===== config.mk =====
export PLATFORM = sky130hd
export DESIGN_NAME = wheel_speed_from_pulses_unit
export DESIGN_NICKNAME = d
export VERILOG_FILES = /design/src/hw/rtl/wsp_pkg.sv /design/src/hw/rtl/wheel_speed_from_pulses_unit.sv /design/src/hw/rtl/wsp_queue.sv /design/src/hw/rtl/wsp_front.sv /design/src/hw/rtl/wsp_back.sv
export SDC_FILE = /design/constraint.sdc
export NUM_CORES = 2
export LEC_CHECK = 0
export CAP_MARGIN = 20
export CELL_PAD_IN_SITES_DETAIL_PLACEMENT = 0
export CELL_PAD_IN_SITES_GLOBAL_PLACEMENT = 1
export CORE_ASPECT_RATIO = 1.5
export CORE_UTILIZATION = 30
export CTS_CLUSTER_DIAMETER = 30
export DETAILED_ROUTE_END_ITERATION = 7
export DONT_BUFFER_PORTS = 1
export HOLD_SLACK_MARGIN = 0.05
export PLACE_DENSITY = 0.55
export SETUP_SLACK_MARGIN = 0.4
export SYNTH_ARGS = -nofsm -noshare
export SYNTH_HDL_FRONTEND = slang
export SYNTH_SLANG_ARGS = --single-unit

===== constraint.sdc =====
create_clock -name clk -period 9.9 [get_ports clk]
set_input_delay 0.495 -clock clk [delete_from_list [all_inputs] [get_ports clk]]
set_output_delay 0.495 -clock clk [all_outputs]
set_load 0.01 [all_outputs]

===== src/hw/rtl/wsp_pkg.sv =====
package wsp_pkg;

	// counter and result limits
	localparam int CNT_W = 24;
	localparam int SPEED_W = 16;
	localparam int RADIUS_W = 10;
	localparam int TEETH_W = 8;
	localparam int PULSE_W = 8;
	localparam int OP_W = 2;
	localparam int CFG_IDX_W = 2;
	localparam int CFG_DATA_W = 10;

	// product widths of the speed datapath
	localparam int PR_W = CNT_W + RADIUS_W;          // pulses * radius
	localparam int DEN_W = CNT_W + TEETH_W;          // teeth * ticks
	localparam int SCALE_W = 24;
	localparam int HALF_W = 17;                      // split of PR_W for the scale multiply
	localparam int NUM_W = PR_W + SCALE_W;           // full numerator

	// mph per (m/s) in Q8.8 with radius in mm, at a 1 kHz tick
	localparam logic [SCALE_W-1:0] SPEED_SCALE = 24'd3598;

	localparam logic [CNT_W-1:0] CNT_MAX = '1;
	localparam logic [SPEED_W-1:0] SPEED_MAX = '1;

	// operation codes
	localparam logic [OP_W-1:0] OP_TICK = 2'd0;
	localparam logic [OP_W-1:0] OP_PULSE = 2'd1;
	localparam logic [OP_W-1:0] OP_SAMPLE = 2'd2;

	// register indexes
	localparam logic [CFG_IDX_W-1:0] REG_RADIUS = 2'd0;
	localparam logic [CFG_IDX_W-1:0] REG_TEETH = 2'd1;

	localparam logic [RADIUS_W-1:0] RADIUS_RESET = 10'd254;
	localparam logic [TEETH_W-1:0] TEETH_RESET = 8'd48;

	localparam int JOB_DEPTH = 2;
	localparam int RES_DEPTH = 2;

	typedef struct packed {
		logic [OP_W-1:0] operation;
		logic [PULSE_W-1:0] pulse_count;
	} item_t;

	typedef struct packed {
		logic [SPEED_W-1:0] speed_q8;
		logic valid_res;
	} result_t;

	// one sample snapshot handed from front to back
	typedef struct packed {
		logic [CNT_W-1:0] pulses;
		logic [CNT_W-1:0] ticks;
		logic [RADIUS_W-1:0] radius;
		logic [TEETH_W-1:0] teeth;
	} job_t;

endpackage


===== src/hw/rtl/wheel_speed_from_pulses_unit.sv =====
// wheel speed from reluctor-wheel pulses
//
// input side is a queue: a word on item is taken when push is high and full is
// low. operation tick adds one to the tick counter, pulse adds pulse_count to
// the pulse counter (both saturate), sample snapshots both counters with the
// radius and teeth registers and clears the counters. code 3 is ignored.
// ticks and pulses are taken every clock while full is low; full rises only
// when the sample queue between the counters and the divider is full.
// result side is a queue too: while empty is low the oldest result word is on
// result, and pop takes it. only samples produce a result word.
// speed = pulses*radius*scale / (teeth*ticks) in Q8.8 mph, saturated; a zero
// operand gives speed 0 with valid_res low.
// the divide is skipped on a zero operand or on saturation; otherwise the
// 16-step restoring divider runs, and the back end takes the next sample
// only once the result word of the last one has gone to the result queue.
// a stalled result side fills the result queue, then the sample queue, then
// raises full; nothing is dropped.
// cfg_we writes radius (index 0) or teeth (index 1) at once; other indexes
// are ignored. reset restores radius 254, teeth 48 and clears all counters
// and queues.
module wheel_speed_from_pulses_unit #(
	parameter int JOB_DEPTH = wsp_pkg::JOB_DEPTH,
	parameter int RES_DEPTH = wsp_pkg::RES_DEPTH
) (
	input  logic                           clk,
	input  logic                           arst_n,
	input  logic                           push,
	output logic                           full,
	input  wsp_pkg::item_t                 item,
	output logic                           empty,
	input  logic                           pop,
	output wsp_pkg::result_t               result,
	input  logic                           cfg_we,
	input  logic [wsp_pkg::CFG_IDX_W-1:0]  cfg_index,
	input  logic [wsp_pkg::CFG_DATA_W-1:0] cfg_data
);

	// front to sample queue
	logic job_push;
	wsp_pkg::job_t job_in;

	// sample queue to back end
	logic job_pop, job_empty;
	wsp_pkg::job_t job_out;

	// back end to result queue
	logic res_push, res_full;
	wsp_pkg::result_t res_in;

	// counters and config registers
	wsp_front u_front (
		.clk       (clk),
		.arst_n    (arst_n),
		.push      (push),
		.full      (full),
		.item      (item),
		.cfg_we    (cfg_we),
		.cfg_index (cfg_index),
		.cfg_data  (cfg_data),
		.job_push  (job_push),
		.job       (job_in)
	);

	// sample snapshots waiting for the divider
	wsp_queue #(
		.WIDTH ($bits(wsp_pkg::job_t)),
		.DEPTH (JOB_DEPTH)
	) u_job_queue (
		.clk    (clk),
		.arst_n (arst_n),
		.push   (job_push),
		.wdata  (job_in),
		.full   (full),
		.pop    (job_pop),
		.rdata  (job_out),
		.empty  (job_empty)
	);

	// multiply, saturation check and divide
	wsp_back u_back (
		.clk       (clk),
		.arst_n    (arst_n),
		.job_empty (job_empty),
		.job       (job_out),
		.job_pop   (job_pop),
		.res_full  (res_full),
		.res_push  (res_push),
		.res       (res_in)
	);

	// finished result words toward the consumer
	wsp_queue #(
		.WIDTH ($bits(wsp_pkg::result_t)),
		.DEPTH (RES_DEPTH)
	) u_res_queue (
		.clk    (clk),
		.arst_n (arst_n),
		.push   (res_push),
		.wdata  (res_in),
		.full   (res_full),
		.pop    (pop),
		.rdata  (result),
		.empty  (empty)
	);

endmodule


===== src/hw/rtl/wsp_queue.sv =====
module wsp_queue #(
	parameter int WIDTH = 8,
	parameter int DEPTH = 2
) (
	input  logic             clk,
	input  logic             arst_n,
	input  logic             push,
	input  logic [WIDTH-1:0] wdata,
	output logic             full,
	input  logic             pop,
	output logic [WIDTH-1:0] rdata,
	output logic             empty
);

	localparam int AW = (DEPTH > 1) ? $clog2(DEPTH) : 1;
	localparam int CW = $clog2(DEPTH + 1);

	logic [WIDTH-1:0] mem_q [DEPTH];
	logic [AW-1:0] wr_ptr_q, rd_ptr_q;
	logic [CW-1:0] count_q;
	logic do_push, do_pop;

	assign full = (count_q == CW'(DEPTH));
	assign empty = (count_q == '0);
	assign do_push = push && !full;
	assign do_pop = pop && !empty;
	assign rdata = mem_q[rd_ptr_q];

	always_ff @(posedge clk) begin
		if (do_push) begin
			mem_q[wr_ptr_q] <= wdata;
		end
	end

	always_ff @(posedge clk or negedge arst_n) begin
		if (!arst_n) begin
			wr_ptr_q <= '0;
			rd_ptr_q <= '0;
			count_q <= '0;
		end else begin
			if (do_push) begin
				wr_ptr_q <= (wr_ptr_q == AW'(DEPTH - 1)) ? '0 : wr_ptr_q + 1'b1;
			end
			if (do_pop) begin
				rd_ptr_q <= (rd_ptr_q == AW'(DEPTH - 1)) ? '0 : rd_ptr_q + 1'b1;
			end
			if (do_push && !do_pop) begin
				count_q <= count_q + 1'b1;
			end else if (do_pop && !do_push) begin
				count_q <= count_q - 1'b1;
			end
		end
	end

endmodule


===== src/hw/rtl/wsp_front.sv =====
module wsp_front (
	input  logic                          clk,
	input  logic                          arst_n,
	input  logic                          push,
	input  logic                          full,
	input  wsp_pkg::item_t                item,
	input  logic                          cfg_we,
	input  logic [wsp_pkg::CFG_IDX_W-1:0] cfg_index,
	input  logic [wsp_pkg::CFG_DATA_W-1:0] cfg_data,
	output logic                          job_push,
	output wsp_pkg::job_t                 job
);

	logic [wsp_pkg::CNT_W-1:0] pulses_q, ticks_q;
	logic [wsp_pkg::RADIUS_W-1:0] radius_q;
	logic [wsp_pkg::TEETH_W-1:0] teeth_q;
	logic accept;
	logic [wsp_pkg::CNT_W:0] pulse_sum;

	assign accept = push && !full;
	assign pulse_sum = {1'b0, pulses_q} + (wsp_pkg::CNT_W + 1)'(item.pulse_count);

	assign job_push = accept && (item.operation == wsp_pkg::OP_SAMPLE);
	assign job.pulses = pulses_q;
	assign job.ticks = ticks_q;
	assign job.radius = radius_q;
	assign job.teeth = teeth_q;

	always_ff @(posedge clk or negedge arst_n) begin
		if (!arst_n) begin
			radius_q <= wsp_pkg::RADIUS_RESET;
			teeth_q <= wsp_pkg::TEETH_RESET;
		end else if (cfg_we) begin
			case (cfg_index)
				wsp_pkg::REG_RADIUS: radius_q <= cfg_data;
				wsp_pkg::REG_TEETH:  teeth_q <= cfg_data[wsp_pkg::TEETH_W-1:0];
				default: ;
			endcase
		end
	end

	// saturating counters, cleared by a sample
	always_ff @(posedge clk or negedge arst_n) begin
		if (!arst_n) begin
			pulses_q <= '0;
			ticks_q <= '0;
		end else if (accept) begin
			case (item.operation)
				wsp_pkg::OP_TICK: begin
					if (ticks_q != wsp_pkg::CNT_MAX) begin
						ticks_q <= ticks_q + 1'b1;
					end
				end
				wsp_pkg::OP_PULSE: begin
					pulses_q <= pulse_sum[wsp_pkg::CNT_W] ? wsp_pkg::CNT_MAX
						: pulse_sum[wsp_pkg::CNT_W-1:0];
				end
				wsp_pkg::OP_SAMPLE: begin
					pulses_q <= '0;
					ticks_q <= '0;
				end
				default: ;
			endcase
		end
	end

endmodule


===== src/hw/rtl/wsp_back.sv =====
module wsp_back (
	input  logic              clk,
	input  logic              arst_n,
	input  logic              job_empty,
	input  wsp_pkg::job_t     job,
	output logic              job_pop,
	input  logic              res_full,
	output logic              res_push,
	output wsp_pkg::result_t  res
);

	localparam logic [2:0] ST_IDLE = 3'd0;
	localparam logic [2:0] ST_MUL1 = 3'd1;
	localparam logic [2:0] ST_MUL2 = 3'd2;
	localparam logic [2:0] ST_MUL3 = 3'd3;
	localparam logic [2:0] ST_CHK  = 3'd4;
	localparam logic [2:0] ST_DIV  = 3'd5;
	localparam logic [2:0] ST_OUT  = 3'd6;

	localparam int PR_W = wsp_pkg::PR_W;
	localparam int DEN_W = wsp_pkg::DEN_W;
	localparam int NUM_W = wsp_pkg::NUM_W;
	localparam int HALF_W = wsp_pkg::HALF_W;
	localparam int SPEED_W = wsp_pkg::SPEED_W;
	localparam int LO_W = HALF_W + wsp_pkg::SCALE_W;

	logic [2:0] state_q;
	wsp_pkg::job_t job_q;
	logic zero_q;
	logic [PR_W-1:0] pr_q;
	logic [DEN_W-1:0] den_q;
	logic [NUM_W-1:0] num_q;
	logic [DEN_W-1:0] rem_q;
	logic [SPEED_W-1:0] quo_q;
	logic [3:0] step_q;
	wsp_pkg::result_t res_q;

	logic [LO_W-1:0] part_lo, part_hi;
	logic [DEN_W:0] trial;
	logic [DEN_W:0] trial_diff;
	logic fits;

	assign part_lo = LO_W'(pr_q[HALF_W-1:0]) * LO_W'(wsp_pkg::SPEED_SCALE);
	assign part_hi = LO_W'(pr_q[PR_W-1:HALF_W]) * LO_W'(wsp_pkg::SPEED_SCALE);

	// one restoring step: bring the next dividend bit down
	assign trial = {rem_q, quo_q[SPEED_W-1]};
	assign trial_diff = trial - {1'b0, den_q};
	assign fits = !trial_diff[DEN_W];

	assign job_pop = (state_q == ST_IDLE) && !job_empty;
	assign res_push = (state_q == ST_OUT) && !res_full;
	assign res = res_q;

	always_ff @(posedge clk) begin
		case (state_q)
			ST_IDLE: job_q <= job;
			ST_MUL1: begin
				pr_q <= PR_W'(job_q.pulses) * PR_W'(job_q.radius);
				den_q <= DEN_W'(job_q.ticks) * DEN_W'(job_q.teeth);
				zero_q <= (job_q.pulses == '0) || (job_q.ticks == '0)
					|| (job_q.radius == '0) || (job_q.teeth == '0);
			end
			ST_MUL2: num_q <= NUM_W'(part_lo);
			ST_MUL3: num_q <= num_q + (NUM_W'(part_hi) << HALF_W);
			ST_CHK: begin
				rem_q <= num_q[SPEED_W+DEN_W-1:SPEED_W];
				quo_q <= num_q[SPEED_W-1:0];
				if (zero_q) begin
					res_q <= '{speed_q8: '0, valid_res: 1'b0};
				end else begin
					res_q <= '{speed_q8: wsp_pkg::SPEED_MAX, valid_res: 1'b1};
				end
			end
			ST_DIV: begin
				rem_q <= fits ? trial_diff[DEN_W-1:0] : trial[DEN_W-1:0];
				quo_q <= {quo_q[SPEED_W-2:0], fits};
				res_q <= '{speed_q8: {quo_q[SPEED_W-2:0], fits}, valid_res: 1'b1};
			end
			default: ;
		endcase
	end

	always_ff @(posedge clk or negedge arst_n) begin
		if (!arst_n) begin
			state_q <= ST_IDLE;
			step_q <= '0;
		end else begin
			case (state_q)
				ST_IDLE: if (!job_empty) state_q <= ST_MUL1;
				ST_MUL1: state_q <= ST_MUL2;
				ST_MUL2: state_q <= ST_MUL3;
				ST_MUL3: state_q <= ST_CHK;
				ST_CHK: begin
					// zero operand or quotient at or above full scale skip the divide
					if (zero_q || (num_q[NUM_W-1:SPEED_W] >= (NUM_W - SPEED_W)'(den_q))) begin
						state_q <= ST_OUT;
					end else begin
						state_q <= ST_DIV;
						step_q <= 4'(SPEED_W - 1);
					end
				end
				ST_DIV: begin
					step_q <= step_q - 1'b1;
					if (step_q == '0) state_q <= ST_OUT;
				end
				ST_OUT: if (!res_full) state_q <= ST_IDLE;
				default: state_q <= ST_IDLE;
			endcase
		end
	end

`ifndef SYNTHESIS
	a_rem_below_den: assert property (@(posedge clk) disable iff (!arst_n)
		(state_q == ST_DIV) |-> (rem_q < den_q))
		else $error("divider remainder not below divisor");
	a_invalid_is_zero: assert property (@(posedge clk) disable iff (!arst_n)
		(state_q == ST_OUT && !res_q.valid_res) |-> (res_q.speed_q8 == '0))
		else $error("invalid result with nonzero speed");
	a_start_from_idle: assert property (@(posedge clk) disable iff (!arst_n)
		(state_q == ST_MUL1) |-> ($past(state_q) == ST_IDLE && $past(!job_empty)))
		else $error("datapath started without a job");
	a_out_holds: assert property (@(posedge clk) disable iff (!arst_n)
		(state_q == ST_OUT && res_full) |=> (state_q == ST_OUT && $stable(res_q)))
		else $error("result lost while result queue full");
`endif

endmodule


---- Word-level counts from Yosys, hierarchy flattened ----
Memories as Yosys holds them, arrays and structs flattened. A register that Yosys moved wholly into a read port is not among the register bits.
Cells that the tools add are included.
word-level totals
  register bits after elaboration ......... 271
  memory bits (writable) .................. 166
  bits of input ports ..................... 27
  output and inout bits ................... 19
  word-level logic and storage cells ...... 133
  memories kept ........................... 2
memories
  name               words  bits a word  read ports  clocked after Yosys merged registers in  write ports  RTL line         text
  u_job_queue.mem_q  2      66           1           1                                        1            wsp_queue.sv:18  logic [WIDTH-1:0] mem_q [DEPTH];
  u_res_queue.mem_q  2      17           1           0                                        1            wsp_queue.sv:18
operators by class
  $add $sub $neg .......................... 13
  multiply operators ...................... 4
  $lt $le $gt $ge ......................... 1
  equal/unequal tests ..................... 17
  mux-type cells .......................... 29
  reduce and logical (&&, ||, !) cells .... 47
operators by type and width
  cell                      number
  $pmux W58 S2              1
  $pmux W24 S2              2
  $pmux W32 S2              1
  $add A58 B46 Y58          1
  $mul A17 B11 Y28 const B  2
  $logic_not A24 Y1         2
  $mux W24                  2
  $ge A42 B32 Y1            1
  $mul A24 B10 Y34          1
  $pmux W17 S2              1
  $sub A33 B32 Y33          1
  $mul A24 B8 Y32           1
  $mux W32                  1
  $pmux W16 S2              1
  $add A24 B8 Y25           1
  $add A24 B1 Y24 const B   1
  $ne A24 B24 Y1 const B    1
  $pmux W3 S7               1
  $mux W17                  1
  $logic_and A1 B1 Y1       12
  $reduce_bool A2 Y1        6
  $logic_not A10 Y1         1
  $mux W2                   5
  $eq A3 B3 Y1 const B      3
  other kinds (22)          61

---- Longest topological paths before layout ----
  word-level depth ........................ 9
  mapped depth ............................ 30
  mapped depth without buffers ............ 29

---- Hierarchy ----
A second synthesis with hierarchy kept.
unflattened totals
  cell total of the unflattened synthesis .. 4128
  area, all modules ....................... 43757.0 um2
modules (own cells, without submodules)
  module                    times used  cells each  area each (um2)  seq. area each (um2)
  wsp_back                  1           3453        33429.6          7832.5
  wsp_queue at u_job_queue  1           224         5072.4           4063.9
  wsp_front                 1           379         3781.1           1662.8
  wsp_queue at u_res_queue  1           72          1473.9           1121.1

---- Worst setup path after synthesis ----
OpenSTA, ideal clock, no wires.
  kind .................................... register -> register
  start point ............................. register u_back.state_q[1]
  end point ............................... register u_job_queue.count_q[1]
  library setup time ...................... 0.079 ns
  arrival time ............................ 6.922 ns
  required time ........................... 9.821 ns
  path slack .............................. 2.899 ns
  cell stages (with the launch flop) ...... 8
  path buffers ............................ 1
  period minus slack after synthesis ...... 7.001 ns
  cell sequence ........................... dfrtp_1 > clkbuf_1 > nor3_1 > o21ai_0 > ha_1 > xor2_1 > nor2_1 > xor2_1
on the way
  cells in the longest elaborated chain, start to end .. 6
  elaborated cells on any way between the ends .. 8
  classes of those cells .................. 1 x mux; 7 x reduce/logical
ends and longest elaborated chain
  element                                        RTL line         text
  start, declared                                wsp_back.sv:27   logic [2:0] state_q;
  start signal, assigned                         wsp_back.sv:86   state_q <= ST_IDLE;
  start signal, assigned                         wsp_back.sv:90   ST_IDLE: if (!job_empty) state_q <= ST_MUL1;
  start signal, assigned                         wsp_back.sv:91   ST_MUL1: state_q <= ST_MUL2;
  $logic_not A3 Y1 (*)                           wsp_back.sv:51   assign job_pop = (state_q == ST_IDLE) && !job_empty;
  $logic_and A1 B1 Y1 (*)                        wsp_back.sv:51
  $logic_and A1 B1 Y1 (*)                        wsp_queue.sv:26  assign do_pop = pop && !empty;
  $logic_not A1 Y1                               wsp_queue.sv:47  if (do_push && !do_pop) begin
  $logic_and A1 B1 Y1                            wsp_queue.sv:47
  $mux W2 or $reduce_bool A2 Y1 (tied branches)  --
  end signal, assigned                           wsp_queue.sv:48  count_q <= count_q + 1'b1;
  end signal, assigned                           wsp_queue.sv:50  count_q <= count_q - 1'b1;
  end, declared                                  wsp_queue.sv:20  logic [CW-1:0] count_q;
Mark *: on every way between the ends. The rest lies on a longest branch, timed or not.
A chain may end at the register's enable or synchronous reset.

---- Worst setup path in the final report ----
  start point ............................. register u_back.pr_q[25]
  end point ............................... register u_back.num_q[48], data pin
on the way
  cells in the longest elaborated chain, start to end .. 3
ends and longest elaborated chain
  element                 RTL line        text
  start, declared         wsp_back.sv:30  logic [PR_W-1:0] pr_q;
  start signal, assigned  wsp_back.sv:59  pr_q <= PR_W'(job_q.pulses) * PR_W'(job_q.radius);
  $mul A17 B11 Y28        wsp_back.sv:44  assign part_hi = LO_W'(pr_q[PR_W-1:HALF_W]) * LO_W'(wsp_pkg::SPEED_SCALE);
  $add A58 B46 Y58        wsp_back.sv:65  ST_MUL3: num_q <= num_q + (NUM_W'(part_hi) << HALF_W);
  $pmux W58 S2            wsp_back.sv:56  case (state_q)
  end signal, assigned    wsp_back.sv:64  ST_MUL2: num_q <= NUM_W'(part_lo);
  end signal, assigned    wsp_back.sv:65
  end, declared           wsp_back.sv:32  logic [NUM_W-1:0] num_q;
No other way between the ends.

==> flow_summary.json <==
{
  "die_width_um": 313,
  "worstReg2RegEnd": "u_back.num_q[48]",
  "dieArea_um2": 147000,
  "clk_pin_slew_ns": 0.05,
  "cts_max_level": 3,
  "reg2regPathDepth": 28,
  "worstHoldStart": "push",
  "clk_latency_ns": 0.70,
  "grt_pass1_wl_mm": 177,
  "worstSetupPathType": "flop to flop",
  "synth.distinct_cells": 81,
  "drc_errors": 0,
  "start_kind": "flop",
  "worstHoldPathCells": 2,
  "critical_path_required_ns": 10.33,
  "period_share_pct": 75.5,
  "crit_fanout": 9,
  "antenna_found_initial": 1,
  "initial_core_util_pct": 30.2,
  "vias_per_cell": 4.79,
  "path_buf_inv": 4,
  "postCtsHoldBufs": 13,
  "cts_tree": "yes",
  "cts_root_buffer": "clkbuf_16",
  "max_slew_margin_pct": 23.4,
  "clock_sinks": 502,
  "nNetsFinal": 4994,
  "clockBufferDepth": 3,
  "first_pass_iters": 7,
  "worst_setup_path_end_kind": "flop",
  "syn_area_um2": 43600,
  "min_period_ns": 7.48,
  "vias": 29354,
  "globalplace.congestion": 0.823,
  "num_rows": 171,
  "n_fill_cell": 14679,
  "area_growth_pct": 12.5,
  "port_buffers": 0,
  "async_flop_share_pct": 16.1,
  "setup_ws_ns": 2.42,
  "hp-class": "primary input to flop",
  "routed_wl_mm": 111,
  "cap_violations": 0,
  "dpl_cell_area_um2": 45600,
  "whs_ns": 0.179,
  "drt-initial-drc-count": 1234,
  "grt_pass1_vias": 31970,
  "final-hold-violation-count": 0,
  "worst_pin_slew_ns": 1.14,
  "status": "complete, no violations",
  "cts_resized": 0,
  "dp_hpwl_mm": 86.8,
  "r2r_setup_slack_ns": 2.42,
  "cpMaxStageDelayCell": "o41ai_2",
  "maxSlewViolCount": 0,
  "cts_buffers": 92,
  "synthesis.nets": 5020,
  "num_io_pins": 46,
  "fmax_mhz": 134,
  "yosys_warnings": 0,
  "post_cts_buffers": 0,
  "worstPathArrival_ns": 7.90,
  "synth_area_per_cell_um2": 10.5,
  "preCtsSetupSlack_ns": 2.24,
  "design_area_um2": 49100,
  "regToRegStartpoint": "u_back.pr_q[25]",
  "synth_ff_type": "edfxtp_1",
  "antenna_left": 0,
  "synth-seq-area-share_pct": 33.7,
  "grt_max_degree": 82,
  "post_drt_wl_per_cell_um": 18.2,
  "grt.total_usage_pct": 15.4,
  "finalSetupViolations": 0,
  "die_h_um": 469,
  "rsz0062_at_grt": "no",
  "min_to": "u_job_queue.wr_ptr_q",
  "synth-seq-cells": 502,
  "synthCells": 4167,
  "path_delay_family": "adder cells",
  "core_um2": 144000,
  "overflow": 0,
  "critical_path.max_stage_delay_ns": 0.75,
  "synth-edff-count": 421,
  "skew_ns": 0.0766,
  "drive_gt1_share_pct": 7.89,
  "fin_tns_setup_ns": 0
}
## cells by family (layout without fill, tap and decap cells)
logic type               after synthesis  in the layout  share of synthesized area (%)
AND/OR/NAND/NOR                     1138           1138                           12.7
adder cells (fa/ha/maj)              826            826                           30.7
buffers and inverters                718            770                           6.20
AO/OA/AOI/OAI                        696            696                           10.4
flip-flops                           502            502                           33.7
XOR/XNOR                             178            178                           3.57
multiplexers                         109            109                           2.79
other                                  0              3                              0
## final cells by class
| cell class | count | area, um2 | share of cell area (%) |
|---|---|---|---|
| Multi-Input combinational cell | 2947 | 26300 | 53.5 |
| Sequential cell | 502 | 14700 | 29.9 |
| Tap cell | 1903 | 2380 | 4.85 |
| Clock buffer | 104 | 2370 | 4.83 |
| Inverter | 558 | 2090 | 4.27 |
| Clock inverter | 68 | 911 | 1.86 |
| Timing Repair Buffer | 40 | 350 | 0.714 |
| Antenna cell | 3 | 7.51 | 0.0153 |
## through the flow
| stage | utilization [%] | cells |
|---|---|---|
| after floorplan | - | 4167 |
| after global placement | 31.6 | 5937 |
| after detailed placement | 31.6 | 5937 |
| after CTS | 34.0 | 6122 |
| after global routing | 34.0 | 6123 |
| final | 34.0 | 6125 |
## placed cells by master, fill, tap and decap left out, drive strengths merged, types with 12 or more instances in the layout
cell type,Yosys,layout
inv,558,572
nor3,40,40
a211oi,33,33
nor2,192,192
nand4,40,40
a21boi,13,13
xnor2,108,108
mux2,102,102
nand2b,28,28
xor2,70,70
bufinv,0,12
clkinv,0,32
nand2,418,418
edfxtp,421,421
a21oi,192,192
buf,18,28
o211ai,25,25
nor2b,21,21
o21a,34,34
a21o,85,85
dlygate4sd3,0,12
and3,26,26
ha,419,419
clkbuf,142,104
a31oi,49,49
o21ai,142,142
nor4,27,27
fa,407,407
and4,14,14
dfrtp,72,72
o21bai,15,15
nand3,75,75
o31ai,14,14
and2,217,217
or3,14,14
## flip-flops by register name (all words and copies together) (netlist names), 32 cells and up
register and flops:
u_back.den_q 32, u_back.num_q 57, u_back.rem_q 32, u_job_queue.mem_q 132, u_res_queue.mem_q 34, u_back.job_q 66
u_back.pr_q 34
## worst max-delay path by stage
| stage | startpoint | to | depth (start not counted) |
|---|---|---|---|
| final | u_back.pr_q[25] | u_back.num_q[48] | 28 |
| after global routing | u_back.pr_q[25] | u_back.num_q[50] | 28 |
| after CTS | u_back.pr_q[25] | u_back.num_q[48] | 27 |
| after detailed placement | u_back.pr_q[25] | u_back.num_q[48] | 27 |
| after global placement | u_back.pr_q[25] | u_back.num_q[48] | 27 |
| after floorplan | u_back.state_q[1] | u_job_queue.count_q[1] | 7 |
## routing by layer
layer  GRT usage (%)  routed length [um]
met1            16.7               43800
met2            29.8               61000
met3            1.63                2380
met4            6.58                4290
met5               0                   0
## cell usage after synthesis, drive strengths merged (6+ instances only)
cell / n / share of area (%)
ha: 419 / 12
xnor2: 108 / 2.2
o21ai: 142 / 1.7
and4: 14 / 0.28
or3: 14 / 0.21
dfstp: 9 / 0.54
clkbuf: 142 / 1.2
nor2: 192 / 1.7
fa: 407 / 19
nand4: 40 / 0.57
xor2: 70 / 1.4
a211oi: 33 / 0.58
or4: 6 / 0.10
nand3: 75 / 0.86
a21oi: 192 / 2.2
dfrtp: 72 / 4.1
o311ai: 10 / 0.20
and3: 26 / 0.37
o211ai: 25 / 0.43
o31ai: 14 / 0.27
o31a: 7 / 0.14
or2: 7 / 0.10
mux2: 102 / 2.6
o22ai: 7 / 0.10
nor4: 27 / 0.39
nand2b: 28 / 0.40
a311oi: 7 / 0.14
nor3: 40 / 0.47
o21a: 34 / 0.59
nand2: 418 / 3.6
buf: 18 / 0.18
a21o: 85 / 1.5
a31oi: 49 / 0.75
and2: 217 / 3.1
edfxtp: 421 / 29
mux2i: 7 / 0.16
nor2b: 21 / 0.30
inv: 558 / 4.8
a21boi: 13 / 0.22
a41oi: 10 / 0.20
o21bai: 15 / 0.26
o41ai: 6 / 0.15
## worst reg2reg max path, delay by kind of cell (launching register included)
family | cells | cell delay, ns
simple gates | 6 | 0.75
xor+xnor | 1 | 0.16
flops | 1 | 0.50
buf+inv | 4 | 0.26
fa+ha+maj | 7 | 3.06
compound gates | 10 | 2.53
Power is left out: the tool's default activity adds up to more than one toggle a clock period on the data nets, which glitch-free logic cannot reach.
